### src/rtl/pf_pkg.sv
// Package with the shared types, constants and key-square lookup functions of the Playfair block.
`default_nettype none

package pf_pkg;

  localparam int GRID_SIDE   = 5;
  localparam int LETTER_W    = 5;
  localparam int ROW_W       = GRID_SIDE * LETTER_W;
  localparam int POS_W       = $clog2(GRID_SIDE);
  localparam int CFG_IDX_W   = 3;
  localparam int QUEUE_DEPTH = 4;

  typedef logic [LETTER_W-1:0]                letter_t;
  typedef logic [POS_W-1:0]                   pos_t;
  typedef logic [GRID_SIDE-1:0][ROW_W-1:0]    square_t;
  typedef logic [CFG_IDX_W-1:0]               cfg_idx_t;

  // Letter codes.
  localparam letter_t CODE_I = 5'd8;
  localparam letter_t CODE_J = 5'd9;
  localparam letter_t CODE_Q = 5'd16;
  localparam letter_t CODE_X = 5'd23;
  localparam letter_t CODE_Z = 5'd25;

  // Configuration register indexes.
  localparam cfg_idx_t CFG_ROW0 = 3'd0;
  localparam cfg_idx_t CFG_ROW1 = 3'd1;
  localparam cfg_idx_t CFG_ROW2 = 3'd2;
  localparam cfg_idx_t CFG_ROW3 = 3'd3;
  localparam cfg_idx_t CFG_ROW4 = 3'd4;
  localparam cfg_idx_t CFG_MODE = 3'd5;

  // Reset square: the plain alphabet without J, row by row.
  localparam logic [ROW_W-1:0] ROW0_RST = 25'd4294688;
  localparam logic [ROW_W-1:0] ROW1_RST = 25'd10755269;
  localparam logic [ROW_W-1:0] ROW2_RST = 25'd16201099;
  localparam logic [ROW_W-1:0] ROW3_RST = 25'd21613104;
  localparam logic [ROW_W-1:0] ROW4_RST = 25'd27025109;

  // One digraph for the back end; the flags belong to its second letter.
  typedef struct packed {
    letter_t first;
    letter_t second;
    logic    run_last;
    logic    message_end;
  } job_t;

  typedef struct packed {
    pos_t row;
    pos_t col;
  } loc_t;

  function automatic letter_t cell_at(input square_t sq, input pos_t r, input pos_t c);
    cell_at = sq[r][c*LETTER_W +: LETTER_W];
  endfunction

  // First match in row-major order wins; a missing letter sits at row 0, column 0.
  function automatic loc_t locate(input square_t sq, input letter_t letter);
    loc_t res;
    res = '0;
    for (int r = GRID_SIDE - 1; r >= 0; r--) begin
      for (int c = GRID_SIDE - 1; c >= 0; c--) begin
        if (sq[r][c*LETTER_W +: LETTER_W] == letter) begin
          res.row = POS_W'(r);
          res.col = POS_W'(c);
        end
      end
    end
    locate = res;
  endfunction

  // Moves a row or column index one place forward (encrypt) or back (decrypt), wrapping.
  function automatic pos_t step_pos(input pos_t p, input logic dec);
    logic [POS_W:0] s;
    s = {1'b0, p} + (dec ? (POS_W+1)'(GRID_SIDE - 1) : (POS_W+1)'(1));
    if (s >= (POS_W+1)'(GRID_SIDE)) begin
      s = s - (POS_W+1)'(GRID_SIDE);
    end
    step_pos = s[POS_W-1:0];
  endfunction

endpackage

`default_nettype wire

### src/rtl/pf_if.sv
// Channel interfaces of the Playfair block: letter input, letter output and configuration writes.
`default_nettype none

interface pf_in_if;
  logic              valid;
  logic              ready;
  pf_pkg::letter_t   in_letter;
  logic              message_last;
  modport source (output valid, output in_letter, output message_last, input ready);
  modport sink   (input valid, input in_letter, input message_last, output ready);
endinterface

interface pf_out_if;
  logic              valid;
  logic              ready;
  pf_pkg::letter_t   out_letter;
  logic              run_last;
  logic              message_end;
  modport source (output valid, output out_letter, output run_last, output message_end,
                  input ready);
  modport sink   (input valid, input out_letter, input run_last, input message_end,
                  output ready);
endinterface

interface pf_cfg_if;
  logic                      valid;
  logic                      ready;
  pf_pkg::cfg_idx_t          index;
  logic [pf_pkg::ROW_W-1:0]  data;
  modport source (output valid, output index, output data, input ready);
  modport sink   (input valid, input index, input data, output ready);
endinterface

`default_nettype wire

### src/rtl/pf_front.sv
// Front end: J folding, letter pairing, filler and padding insertion into digraph jobs.
`default_nettype none

module pf_front (
  input  wire logic            clk,
  input  wire logic            rst_n,
  input  wire logic            in_valid,
  output logic                 in_ready,
  input  wire pf_pkg::letter_t in_letter,
  input  wire logic            message_last,
  input  wire logic            decrypt,
  input  wire logic            q_full,
  output logic                 push,
  output pf_pkg::job_t         push_job
);

  pf_pkg::letter_t held_letter_r, held_letter_nxt;
  logic            held_valid_r, held_valid_nxt;
  logic            extra_valid_r, extra_valid_nxt;
  pf_pkg::job_t    extra_job_r, extra_job_nxt;
  pf_pkg::letter_t letter;
  pf_pkg::letter_t filler;
  logic            accept;

  assign in_ready = !extra_valid_r && !q_full;
  assign accept   = in_valid && in_ready;
  assign letter   = (in_letter == pf_pkg::CODE_J) ? pf_pkg::CODE_I : in_letter;
  assign filler   = (held_letter_r == pf_pkg::CODE_X) ? pf_pkg::CODE_Q : pf_pkg::CODE_X;

  always_comb begin
    held_letter_nxt = held_letter_r;
    held_valid_nxt  = held_valid_r;
    extra_valid_nxt = extra_valid_r;
    extra_job_nxt   = extra_job_r;
    push            = 1'b0;
    push_job        = '0;
    if (extra_valid_r) begin
      if (!q_full) begin
        push            = 1'b1;
        push_job        = extra_job_r;
        extra_valid_nxt = 1'b0;
      end
    end else if (accept) begin
      if (!held_valid_r) begin
        if (message_last) begin
          push     = 1'b1;
          push_job = '{first: letter, second: pf_pkg::CODE_Z, run_last: 1'b1,
                       message_end: 1'b1};
        end else begin
          held_letter_nxt = letter;
          held_valid_nxt  = 1'b1;
        end
      end else if (!decrypt && (letter == held_letter_r)) begin
        // Doubled letter: split it with a filler and keep the second one pending.
        push     = 1'b1;
        push_job = '{first: held_letter_r, second: filler, run_last: !message_last,
                     message_end: 1'b0};
        if (message_last) begin
          extra_valid_nxt = 1'b1;
          extra_job_nxt   = '{first: letter, second: pf_pkg::CODE_Z, run_last: 1'b1,
                              message_end: 1'b1};
          held_valid_nxt  = 1'b0;
          held_letter_nxt = '0;
        end else begin
          held_letter_nxt = letter;
        end
      end else begin
        push            = 1'b1;
        push_job        = '{first: held_letter_r, second: letter, run_last: 1'b1,
                            message_end: message_last};
        held_valid_nxt  = 1'b0;
        held_letter_nxt = '0;
      end
    end
  end

  always_ff @(posedge clk) begin
    if (!rst_n) begin
      held_letter_r <= '0;
      held_valid_r  <= 1'b0;
      extra_valid_r <= 1'b0;
    end else begin
      held_letter_r <= held_letter_nxt;
      held_valid_r  <= held_valid_nxt;
      extra_valid_r <= extra_valid_nxt;
    end
  end

  always_ff @(posedge clk) begin
    extra_job_r <= extra_job_nxt;
  end

endmodule

`default_nettype wire

### src/rtl/pf_queue.sv
// Small job queue between the front and back ends.
`default_nettype none

module pf_queue #(
  parameter int DEPTH = pf_pkg::QUEUE_DEPTH
) (
  input  wire logic         clk,
  input  wire logic         rst_n,
  input  wire logic         push,
  input  wire pf_pkg::job_t push_job,
  output logic              full,
  input  wire logic         pop,
  output logic              not_empty,
  output pf_pkg::job_t      head_job
);

  localparam int PTR_W = (DEPTH > 1) ? $clog2(DEPTH) : 1;
  localparam int CNT_W = $clog2(DEPTH + 1);

  pf_pkg::job_t     store_r [DEPTH];
  logic [PTR_W-1:0] wr_ptr_r, wr_ptr_nxt;
  logic [PTR_W-1:0] rd_ptr_r, rd_ptr_nxt;
  logic [CNT_W-1:0] count_r, count_nxt;
  logic             do_push, do_pop;

  assign full      = (count_r == CNT_W'(DEPTH));
  assign not_empty = (count_r != '0);
  assign head_job  = store_r[rd_ptr_r];
  assign do_push   = push && !full;
  assign do_pop    = pop && not_empty;

  always_comb begin
    wr_ptr_nxt = wr_ptr_r;
    rd_ptr_nxt = rd_ptr_r;
    count_nxt  = count_r;
    if (do_push) begin
      wr_ptr_nxt = (wr_ptr_r == PTR_W'(DEPTH - 1)) ? '0 : wr_ptr_r + PTR_W'(1);
    end
    if (do_pop) begin
      rd_ptr_nxt = (rd_ptr_r == PTR_W'(DEPTH - 1)) ? '0 : rd_ptr_r + PTR_W'(1);
    end
    if (do_push && !do_pop) begin
      count_nxt = count_r + CNT_W'(1);
    end else if (do_pop && !do_push) begin
      count_nxt = count_r - CNT_W'(1);
    end
  end

  always_ff @(posedge clk) begin
    if (!rst_n) begin
      wr_ptr_r <= '0;
      rd_ptr_r <= '0;
      count_r  <= '0;
    end else begin
      wr_ptr_r <= wr_ptr_nxt;
      rd_ptr_r <= rd_ptr_nxt;
      count_r  <= count_nxt;
    end
  end

  always_ff @(posedge clk) begin
    if (do_push) begin
      store_r[wr_ptr_r] <= push_job;
    end
  end

endmodule

`default_nettype wire

### src/rtl/pf_back.sv
// Back end: key-square lookup of one digraph and delivery of its two letters.
`default_nettype none

module pf_back (
  input  wire logic            clk,
  input  wire logic            rst_n,
  input  wire logic            job_valid,
  input  wire pf_pkg::job_t    job,
  output logic                 job_pop,
  input  wire pf_pkg::square_t square,
  input  wire logic            decrypt,
  output logic                 out_valid,
  input  wire logic            out_ready,
  output pf_pkg::letter_t      out_letter,
  output logic                 run_last,
  output logic                 message_end
);

  pf_pkg::loc_t    loc_a, loc_b;
  pf_pkg::letter_t letter_a, letter_b;
  logic            out_free, load_second;

  logic            out_valid_r, out_valid_nxt;
  pf_pkg::letter_t out_letter_r;
  logic            run_last_r, message_end_r;
  logic            second_valid_r, second_valid_nxt;
  pf_pkg::letter_t second_letter_r;
  logic            second_run_last_r, second_msg_end_r;

  assign loc_a = pf_pkg::locate(square, job.first);
  assign loc_b = pf_pkg::locate(square, job.second);

  always_comb begin
    if (loc_a.row == loc_b.row) begin
      letter_a = pf_pkg::cell_at(square, loc_a.row, pf_pkg::step_pos(loc_a.col, decrypt));
      letter_b = pf_pkg::cell_at(square, loc_b.row, pf_pkg::step_pos(loc_b.col, decrypt));
    end else if (loc_a.col == loc_b.col) begin
      letter_a = pf_pkg::cell_at(square, pf_pkg::step_pos(loc_a.row, decrypt), loc_a.col);
      letter_b = pf_pkg::cell_at(square, pf_pkg::step_pos(loc_b.row, decrypt), loc_b.col);
    end else begin
      letter_a = pf_pkg::cell_at(square, loc_a.row, loc_b.col);
      letter_b = pf_pkg::cell_at(square, loc_b.row, loc_a.col);
    end
  end

  assign out_free    = !out_valid_r || out_ready;
  assign load_second = second_valid_r && out_free;
  assign job_pop     = job_valid && !second_valid_r && out_free;

  always_comb begin
    out_valid_nxt    = out_valid_r;
    second_valid_nxt = second_valid_r;
    if (load_second) begin
      out_valid_nxt    = 1'b1;
      second_valid_nxt = 1'b0;
    end else if (job_pop) begin
      out_valid_nxt    = 1'b1;
      second_valid_nxt = 1'b1;
    end else if (out_ready) begin
      out_valid_nxt = 1'b0;
    end
  end

  always_ff @(posedge clk) begin
    if (!rst_n) begin
      out_valid_r    <= 1'b0;
      second_valid_r <= 1'b0;
    end else begin
      out_valid_r    <= out_valid_nxt;
      second_valid_r <= second_valid_nxt;
    end
  end

  always_ff @(posedge clk) begin
    if (load_second) begin
      out_letter_r  <= second_letter_r;
      run_last_r    <= second_run_last_r;
      message_end_r <= second_msg_end_r;
    end else if (job_pop) begin
      out_letter_r      <= letter_a;
      run_last_r        <= 1'b0;
      message_end_r     <= 1'b0;
      second_letter_r   <= letter_b;
      second_run_last_r <= job.run_last;
      second_msg_end_r  <= job.message_end;
    end
  end

  assign out_valid   = out_valid_r;
  assign out_letter  = out_letter_r;
  assign run_last    = run_last_r;
  assign message_end = message_end_r;

endmodule

`default_nettype wire

### src/rtl/playfair_digraph_cipher.sv
// Top level of the streaming Playfair digraph cipher with its configuration registers.
`default_nettype none

// Playfair cipher over a 5x5 key square that software loads as five row registers
// (indexes 0 to 4, column 0 in the low five bits) plus a mode register (index 5, bit 0
// set for decryption). Letters arrive one per input beat as codes A=0 to Z=25; J is
// folded onto I and the stream is paired into digraphs. In encryption a doubled pair is
// split with the filler X (Q after an X), and a letter left over at the end of a message
// is padded with Z. Every digraph gives two result beats; run_last marks the last beat
// caused by an input beat and message_end the last beat of a message. The front end
// takes one letter per cycle while its job queue has room; after a doubled letter on
// the last beat of a message it waits until the padded job is queued. The back end
// looks up one digraph at a time and sends its letters one per cycle through the output
// register while the output is ready, taking a new digraph once the second letter is
// loaded, so ordinary text where every second letter completes a digraph runs at about
// one input letter per cycle averaged over a pair. Configuration beats are accepted in
// every cycle and must only be sent while the block holds no unfinished letters.
module playfair_digraph_cipher #(
  parameter int QUEUE_DEPTH = pf_pkg::QUEUE_DEPTH
) (
  input  wire logic clk,
  input  wire logic rst_n,
  pf_in_if.sink     in_ch,
  pf_out_if.source  out_ch,
  pf_cfg_if.sink    cfg_ch
);

  pf_pkg::square_t square_r;
  logic            decrypt_r;

  logic            q_full, q_not_empty, q_push, q_pop;
  pf_pkg::job_t    q_push_job, q_head_job;

  // The configuration port never stalls; writes beyond the register list are dropped.
  assign cfg_ch.ready = 1'b1;

  always_ff @(posedge clk) begin
    if (!rst_n) begin
      square_r[0] <= pf_pkg::ROW0_RST;
      square_r[1] <= pf_pkg::ROW1_RST;
      square_r[2] <= pf_pkg::ROW2_RST;
      square_r[3] <= pf_pkg::ROW3_RST;
      square_r[4] <= pf_pkg::ROW4_RST;
      decrypt_r   <= 1'b0;
    end else if (cfg_ch.valid) begin
      case (cfg_ch.index)
        pf_pkg::CFG_ROW0: square_r[0] <= cfg_ch.data;
        pf_pkg::CFG_ROW1: square_r[1] <= cfg_ch.data;
        pf_pkg::CFG_ROW2: square_r[2] <= cfg_ch.data;
        pf_pkg::CFG_ROW3: square_r[3] <= cfg_ch.data;
        pf_pkg::CFG_ROW4: square_r[4] <= cfg_ch.data;
        pf_pkg::CFG_MODE: decrypt_r   <= cfg_ch.data[0];
        default: ;
      endcase
    end
  end

  // The front end pairs letters and turns each completed pair into a job.
  pf_front u_front (
    .clk          (clk),
    .rst_n        (rst_n),
    .in_valid     (in_ch.valid),
    .in_ready     (in_ch.ready),
    .in_letter    (in_ch.in_letter),
    .message_last (in_ch.message_last),
    .decrypt      (decrypt_r),
    .q_full       (q_full),
    .push         (q_push),
    .push_job     (q_push_job)
  );

  // The queue lets the front end keep taking letters while the back end drains.
  pf_queue #(
    .DEPTH (QUEUE_DEPTH)
  ) u_queue (
    .clk       (clk),
    .rst_n     (rst_n),
    .push      (q_push),
    .push_job  (q_push_job),
    .full      (q_full),
    .pop       (q_pop),
    .not_empty (q_not_empty),
    .head_job  (q_head_job)
  );

  // The back end enciphers or deciphers a job and sends its two letters in successive beats.
  pf_back u_back (
    .clk         (clk),
    .rst_n       (rst_n),
    .job_valid   (q_not_empty),
    .job         (q_head_job),
    .job_pop     (q_pop),
    .square      (square_r),
    .decrypt     (decrypt_r),
    .out_valid   (out_ch.valid),
    .out_ready   (out_ch.ready),
    .out_letter  (out_ch.out_letter),
    .run_last    (out_ch.run_last),
    .message_end (out_ch.message_end)
  );

endmodule

`default_nettype wire

### src/flat_wrapper.sv
// flat-port wrapper written by rule: the top's interface ports become plain ports
module playfair_digraph_cipher_flat 
#(
  parameter int QUEUE_DEPTH = pf_pkg::QUEUE_DEPTH
)
  (clk, rst_n, in_ch_valid, in_ch_in_letter, in_ch_message_last, in_ch_ready, out_ch_valid, out_ch_out_letter, out_ch_run_last, out_ch_message_end, out_ch_ready, cfg_ch_valid, cfg_ch_index, cfg_ch_data, cfg_ch_ready);
  pf_in_if in_ch_i ();
  pf_out_if out_ch_i ();
  pf_cfg_if cfg_ch_i ();
  input  wire logic clk;
  input  wire logic rst_n;
  input wire logic [$bits(in_ch_i.valid)-1:0] in_ch_valid;
  input wire logic [$bits(in_ch_i.in_letter)-1:0] in_ch_in_letter;
  input wire logic [$bits(in_ch_i.message_last)-1:0] in_ch_message_last;
  output wire logic [$bits(in_ch_i.ready)-1:0] in_ch_ready;
  output wire logic [$bits(out_ch_i.valid)-1:0] out_ch_valid;
  output wire logic [$bits(out_ch_i.out_letter)-1:0] out_ch_out_letter;
  output wire logic [$bits(out_ch_i.run_last)-1:0] out_ch_run_last;
  output wire logic [$bits(out_ch_i.message_end)-1:0] out_ch_message_end;
  input wire logic [$bits(out_ch_i.ready)-1:0] out_ch_ready;
  input wire logic [$bits(cfg_ch_i.valid)-1:0] cfg_ch_valid;
  input wire logic [$bits(cfg_ch_i.index)-1:0] cfg_ch_index;
  input wire logic [$bits(cfg_ch_i.data)-1:0] cfg_ch_data;
  output wire logic [$bits(cfg_ch_i.ready)-1:0] cfg_ch_ready;
  assign in_ch_i.valid = in_ch_valid;
  assign in_ch_i.in_letter = in_ch_in_letter;
  assign in_ch_i.message_last = in_ch_message_last;
  assign in_ch_ready = in_ch_i.ready;
  assign out_ch_valid = out_ch_i.valid;
  assign out_ch_out_letter = out_ch_i.out_letter;
  assign out_ch_run_last = out_ch_i.run_last;
  assign out_ch_message_end = out_ch_i.message_end;
  assign out_ch_i.ready = out_ch_ready;
  assign cfg_ch_i.valid = cfg_ch_valid;
  assign cfg_ch_i.index = cfg_ch_index;
  assign cfg_ch_i.data = cfg_ch_data;
  assign cfg_ch_ready = cfg_ch_i.ready;
  playfair_digraph_cipher #(.QUEUE_DEPTH(QUEUE_DEPTH)) u_core (.clk(clk), .rst_n(rst_n), .in_ch(in_ch_i), .out_ch(out_ch_i), .cfg_ch(cfg_ch_i));
endmodule
### config.mk
export PLATFORM = sky130hd
export DESIGN_NAME = playfair_digraph_cipher_flat
export DESIGN_NICKNAME = d
export VERILOG_FILES = /design/src/rtl/pf_pkg.sv /design/src/rtl/pf_if.sv /design/src/rtl/pf_front.sv /design/src/rtl/pf_queue.sv /design/src/rtl/pf_back.sv /design/src/rtl/playfair_digraph_cipher.sv /design/src/flat_wrapper.sv
export SDC_FILE = /design/constraint.sdc
export NUM_CORES = 1
export LEC_CHECK = 0
export ABC_AREA = 1
export BUFFER_PORTS_ARGS = -buffer_cell sky130_fd_sc_hd__buf_2
export CORE_UTILIZATION = 51
export CTS_BUF_LIST = sky130_fd_sc_hd__clkbuf_16
export DETAILED_ROUTE_END_ITERATION = 8
export PLACE_DENSITY = 0.66
export SLEW_MARGIN = 25
export SYNTH_ARGS = -nofsm -noshare
export SYNTH_HDL_FRONTEND = slang
export SYNTH_HIERARCHICAL = 1
export SYNTH_SLANG_ARGS = --single-unit
### constraint.sdc
create_clock -name clk -period 4.5 [get_ports clk]
set_input_delay 0.45 -clock clk [delete_from_list [all_inputs] [get_ports clk]]
set_output_delay 0.45 -clock clk [all_outputs]
set_load 0.005 [all_outputs]
### Word level (Yosys, flattened, before mapping)

Memories as Yosys holds them, arrays and structs flattened. A register that Yosys moved wholly into a read port is not among the register bits.
Index checks and enable logic that the tools add are counted.

* output and inout bits: 10
* word-level logic and storage cells: 268
* input bits: 39
* memories kept: 1
* memory bits (writable): 48
* register bits: 161

* shift-type cells: 6
* bitwise logic cells: 3
* multiplexer cells: 114
* add/subtract/negate cells: 12
* magnitude comparators: 8
* eq/ne operators: 64
* reductions and logical operators: 35
* multipliers: 4

Memories
* u_core.u_queue.store_r: words 4, bits a word 12, read ports 1, clocked after memory_dff 1, write ports 1, RTL line pf_queue.sv:20 `pf_pkg::job_t store_r [DEPTH];`

Operators by type and width (count)
* $bmux W25 S3: 4
* $mux W6: 50
* $eq A5 B5 Y1: 51
* $shiftx A25 B7 Y5: 6
* $mux W25: 4
* $mux W12: 5
* $mux W5: 11
* $mux W3: 14
* $mul A3 B3 Y6 const B: 4
* $mux W1: 21
* $add A3 B3 Y4: 4
* $ge A4 B3 Y1 const B: 4
* $lt A3 B4 Y1 const B: 4
* $reduce_and A2 Y1: 8
* $sub A3 B3 Y3 const B: 4
* $logic_and A1 B1 Y1: 10
* $eq A3 B3 Y1 const B: 3
* $logic_not A1 Y1: 8
* $mux W2: 4
* $mux W7: 1
* $eq A3 B2 Y1 const B: 2
* $eq A3 B3 Y1: 2
* $reduce_bool A3 Y1: 2
* $eq A5 B4 Y1 const B: 1
* 14 further kinds: 19

### Depth between registers and ports, before layout

* depth after elaboration: 38
* gate-level depth with buffers: 48
* gate-level depth less buffers: 44

### Cells and area by module

Netlist, hierarchy kept.

Modules (own cells, without submodules)
* pf_back: area each 11903.9 µm², seq. area each 460.4 µm², cells each 2264, instances 1
* playfair_digraph_cipher: area each 4820.9 µm², seq. area each 2522.4 µm², cells each 667, instances 1
* pf_queue: area each 2280.9 µm², seq. area each 1621.6 µm², cells each 187, instances 1
* pf_front: area each 913.4 µm², seq. area each 290.3 µm², cells each 137, instances 1

### Worst setup path before layout

OpenSTA, ideal clock, no wires.

* kind: register to register
* start: reg (tool-made name)
* end: reg u_core.u_back.out_letter_r[3] (netlist: u_core/u_back/out_letter[3]), data pin
* path slack: -0.263 ns
* setup time: 0.252 ns
* path buffers: 7
* cell stages (with the launch flop): 39
* data arrival time: 4.511 ns
* clock period less this slack: 4.763 ns
* data required time: 4.248 ns
* cell sequence: dfxtp_1 -> buf_4 -> o21ai_1 -> o22ai_1 -> buf_6 -> buf_6 -> xor2_1 -> nor2_1 -> nand3_1 -> nand2_1 -> nor2_1 -> nand2_1 -> nand2_1 -> a21oi_4 -> buf_4 -> buf_4 -> ha_1 -> ha_1 -> [... 3 more ...] -> nor2_1 -> o21bai_1 -> inv_1 -> nand2_4 -> o21ai_4 -> inv_2 -> buf_6 -> buf_6 -> o21ai_2 -> o22ai_1 -> a22oi_1 -> nor2_1 -> nor2_1 -> nand2_1 -> nand2_1 -> nand2_1 -> nand2_1 -> nand2_1

RTL lines
* end signal, assigned: RTL line pf_back.sv:76 `out_letter_r <= second_letter_r;`
* end signal, assigned: RTL line pf_back.sv:80 `out_letter_r <= letter_a;`
* end, declared: RTL line pf_back.sv:24 `pf_pkg::letter_t out_letter_r;`

==> flow_metrics.tcl <==
set metrics [dict create \
    status "finished, violations left" \
    failed_checks "setup timing" \
    drt_wl_total_mm 97.59 \
    clock-sinks 211 \
    ant_nets 0 \
    cp.arrival_ps 5540 \
    max_freq_mhz 191.1 \
    yosys.area.top_type "nand2_1" \
    yosys_warnings 6 \
    syn-num-nets 3321 \
    slew_headroom 0.2861 \
    crit_fanout 20 \
    syn-instance-count 3255 \
    synth-edff-count 67 \
    avgViaCountPerCell 5.989 \
    startpoint_type "flop" \
    holdPathStages 3 \
    slowest_delay_ps 430 \
    core-area_sq_um 38560 \
    die_y_um 199.6 \
    insertion_delay_ps 550 \
    firstDrtPassIters 7 \
    final_nets 3704 \
    wire_per_inst_um 23.38 \
    grt_pass1_vias 23180 \
    grt_overflow 0 \
    endpoint_kind "flop" \
    mostFrequentLayoutCells "nand2_1 (1,008), buf_4 (450), nor2_1 (326)" \
    place_hpwl_mm 70.30 \
    grt_pass1_wl_mm 141.9 \
    min_period_over_period 1.163 \
    clk_path_buf_depth 3 \
    drt_first_iter_violations 3397 \
    path_common_cell "nand2_1" \
    worst_path_max_delay_cell "dfxtp_4" \
    synth.area.top_cells "nand2_1 (20%), dfxtp_1 (14%), edfxtp_1 (10%)" \
    skew_ps 37.11 \
    cp.depth 39 \
    synth-main-ff-cell "dfxtp_1" \
    crit_type "flop to flop" \
    fin_area_sq_um 26050 \
    worstHoldPathType "input pin to flop" \
    die_w_um 199.6 \
    place_congestion 1.085 \
    cts_hold_buffers 0 \
    start_util 0.5166 \
    ys_seq_elements 211 \
    hold_violations 0 \
    vias 25000 \
    final_common_cell "nand2_1" \
    antenna-diode-count 0 \
    synth.distinct_cells 62 \
    period_minus_slack_ps 5232 \
    dpl_cell_area_sq_um 23200 \
    cp_num_buf_inv 12 \
    grt_usage 0.4814 \
    port_buffers 47 \
    antenna_found_initial 2 \
    cts_tree "yes" \
    finalSetupViolCount 10 \
    root_buffer "clkbuf_16" \
    synth_top_area_frac 0.1979 \
    cp_top_family "simple AND/OR/NAND/NOR gates" \
    layout-drive-gt1-share 0.2423 \
    htreeDepth 1 \
    cts.clk_slew.worst_paths_ps 70 \
    crit_required_ps 4810 \
    reg2reg_depth 39 \
    netlist_area_sq_um 19920 \
    drv_slew 0 \
    cap_violations 0 \
    drc 0 \
    area_growth_pct 30.79 \
    timing.final.ws_setup_ps -732.1 \
    syn_area_per_cell_sq_um 6.120 \
    rsz0062_at_grt "true" \
    io_pins 49 \
    grt_max_degree 78 \
    whs_ps 146.4 \
    dieArea_sq_um 39850 \
    ys_seq_area_frac 0.2457 \
    cts-buffers-inserted 24 \
    tightest_slew_ps 1070 \
    synth-async-reset-ratio 0 \
    rows 72 \
]
==> sequential cells by signal, summed over array words and instances (netlist names), named ones only <==
| register | count |
|---|---|
| u_core/decrypt_r | 1 |
| u_core/square_r | 125 |
| u_core/u_back/message_end | 1 |
| u_core/u_back/out_letter | 5 |
| u_core/u_back/out_valid | 1 |
| u_core/u_back/run_last | 1 |
| u_core/u_back/second_letter_r | 5 |
| u_core/u_back/second_msg_end_r | 1 |
| u_core/u_back/second_run_last_r | 1 |
| u_core/u_back/second_valid_r | 1 |
| u_core/u_front/extra_job_r | 5 |
| u_core/u_front/extra_valid_r | 1 |
| u_core/u_front/held_letter_r | 5 |
| u_core/u_front/held_valid_r | 1 |
| u_core/u_queue/count_r | 3 |
| u_core/u_queue/rd_ptr_r | 2 |
| u_core/u_queue/store_r | 48 |
| u_core/u_queue/wr_ptr_r | 2 |
==> path summary, 6_finish.rpt <==
| check | startpoint | end | slack, ps |
|---|---|---|---|
| worst max-delay path | flop | u_core/u_back/second_letter_r[2]$_DFFE_PP_ | -730 |
| worst min-delay path | cfg_ch_data[21] | u_core/square_r[71]$_SDFFE_PN1P_ | 150 |
| worst max register to register | flop | u_core/u_back/second_letter_r[2]$_DFFE_PP_ | -730 |
| worst min register to register | u_core/u_front/extra_valid_r$_SDFF_PN0_ | u_core/u_front/extra_valid_r$_SDFF_PN0_ | 500 |
==> cell families after synthesis <==
| logic type | after synthesis | share of synthesized area |
|---|---|---|
| compound gates | 481 | 0.1388 |
| xor+xnor | 189 | 0.08386 |
| fa+ha+maj | 27 | 0.01734 |
| buf+inv | 507 | 0.1234 |
| flops | 211 | 0.2457 |
| other cells | 1 | 0.0001883 |
| simple gates | 1839 | 0.3907 |
==> tightest hold or removal path: cells and delay by family <==
family / cells / cell delay [ps]
buffers and inverters: 1 / 110
AND/OR/NAND/NOR: 2 / 100
==> metrics by stage <==
| stage | setup WS [ps] | TNS [ps] | util | cells |
|---|---|---|---|---|
| after floorplan | -15.94 | -15.94 | - | 3255 |
| after global placement | -752.3 | -6965 | 0.6017 | 4038 |
| after detailed placement | -869.2 | -7842 | 0.6018 | 4038 |
| after CTS | -520.0 | -4714 | 0.6679 | 4166 |
| after global routing | -932.8 | -9073 | 0.6757 | 4174 |
| final | -732.1 | -6667 | 0.6757 | 4174 |
==> routing by layer <==
layer | track usage | part of all wire | vias up
met1 | 0.6189 | 0.38 | 11500
met5 | 0 | 0.00024 | -
met4 | 0.2923 | 0.070 | 4
met3 | 0.1352 | 0.14 | 398
met2 | 0.7109 | 0.41 | 1842
li1 | - | - | 11250
==> layout make-up <==
class	count	area, sq um
multi-input combinational	2539	13620
fill	3418	12500
timing repair buffer	574	4956
sequential	211	4902
inverter	288	1141
tap	518	648.1
clock buffer	24	600.6
clock inverter	20	186.4
==> Yosys cell counts (all sizes together), types with 2 or more instances <==
cell type and number:
a21oi 106, dfxtp 144, a211oi 6, nor3 27
o31ai 7, o22ai 22, inv 287, edfxtp 67
o32ai 4, nand3b 6, o221ai 12, xnor2 107
o211ai 43, nand2 1081, nor2 373, o21a 2
o21bai 4, nor4 14, or2 3, nand3 290
ha 26, o2111ai 2, o21ai 261, xor2 82
buf 163, clkbuf 55, a31oi 9, nand4 42
==> repair_timing <==
| item | CTS | global route |
|---|---|---|
| gates cloned | 13 | 2 |
| pin swaps | 78 | 34 |
| setup endpoints to repair | 10 | 10 |
| gates resized for setup | 228 | 55 |
| buffers inserted | 72 | 7 |
| endpoints found under the hold margin | 0 | 0 |
Power is not shown: default switching activity piles up to over one toggle a cycle in this logic, so the estimate is an artifact.
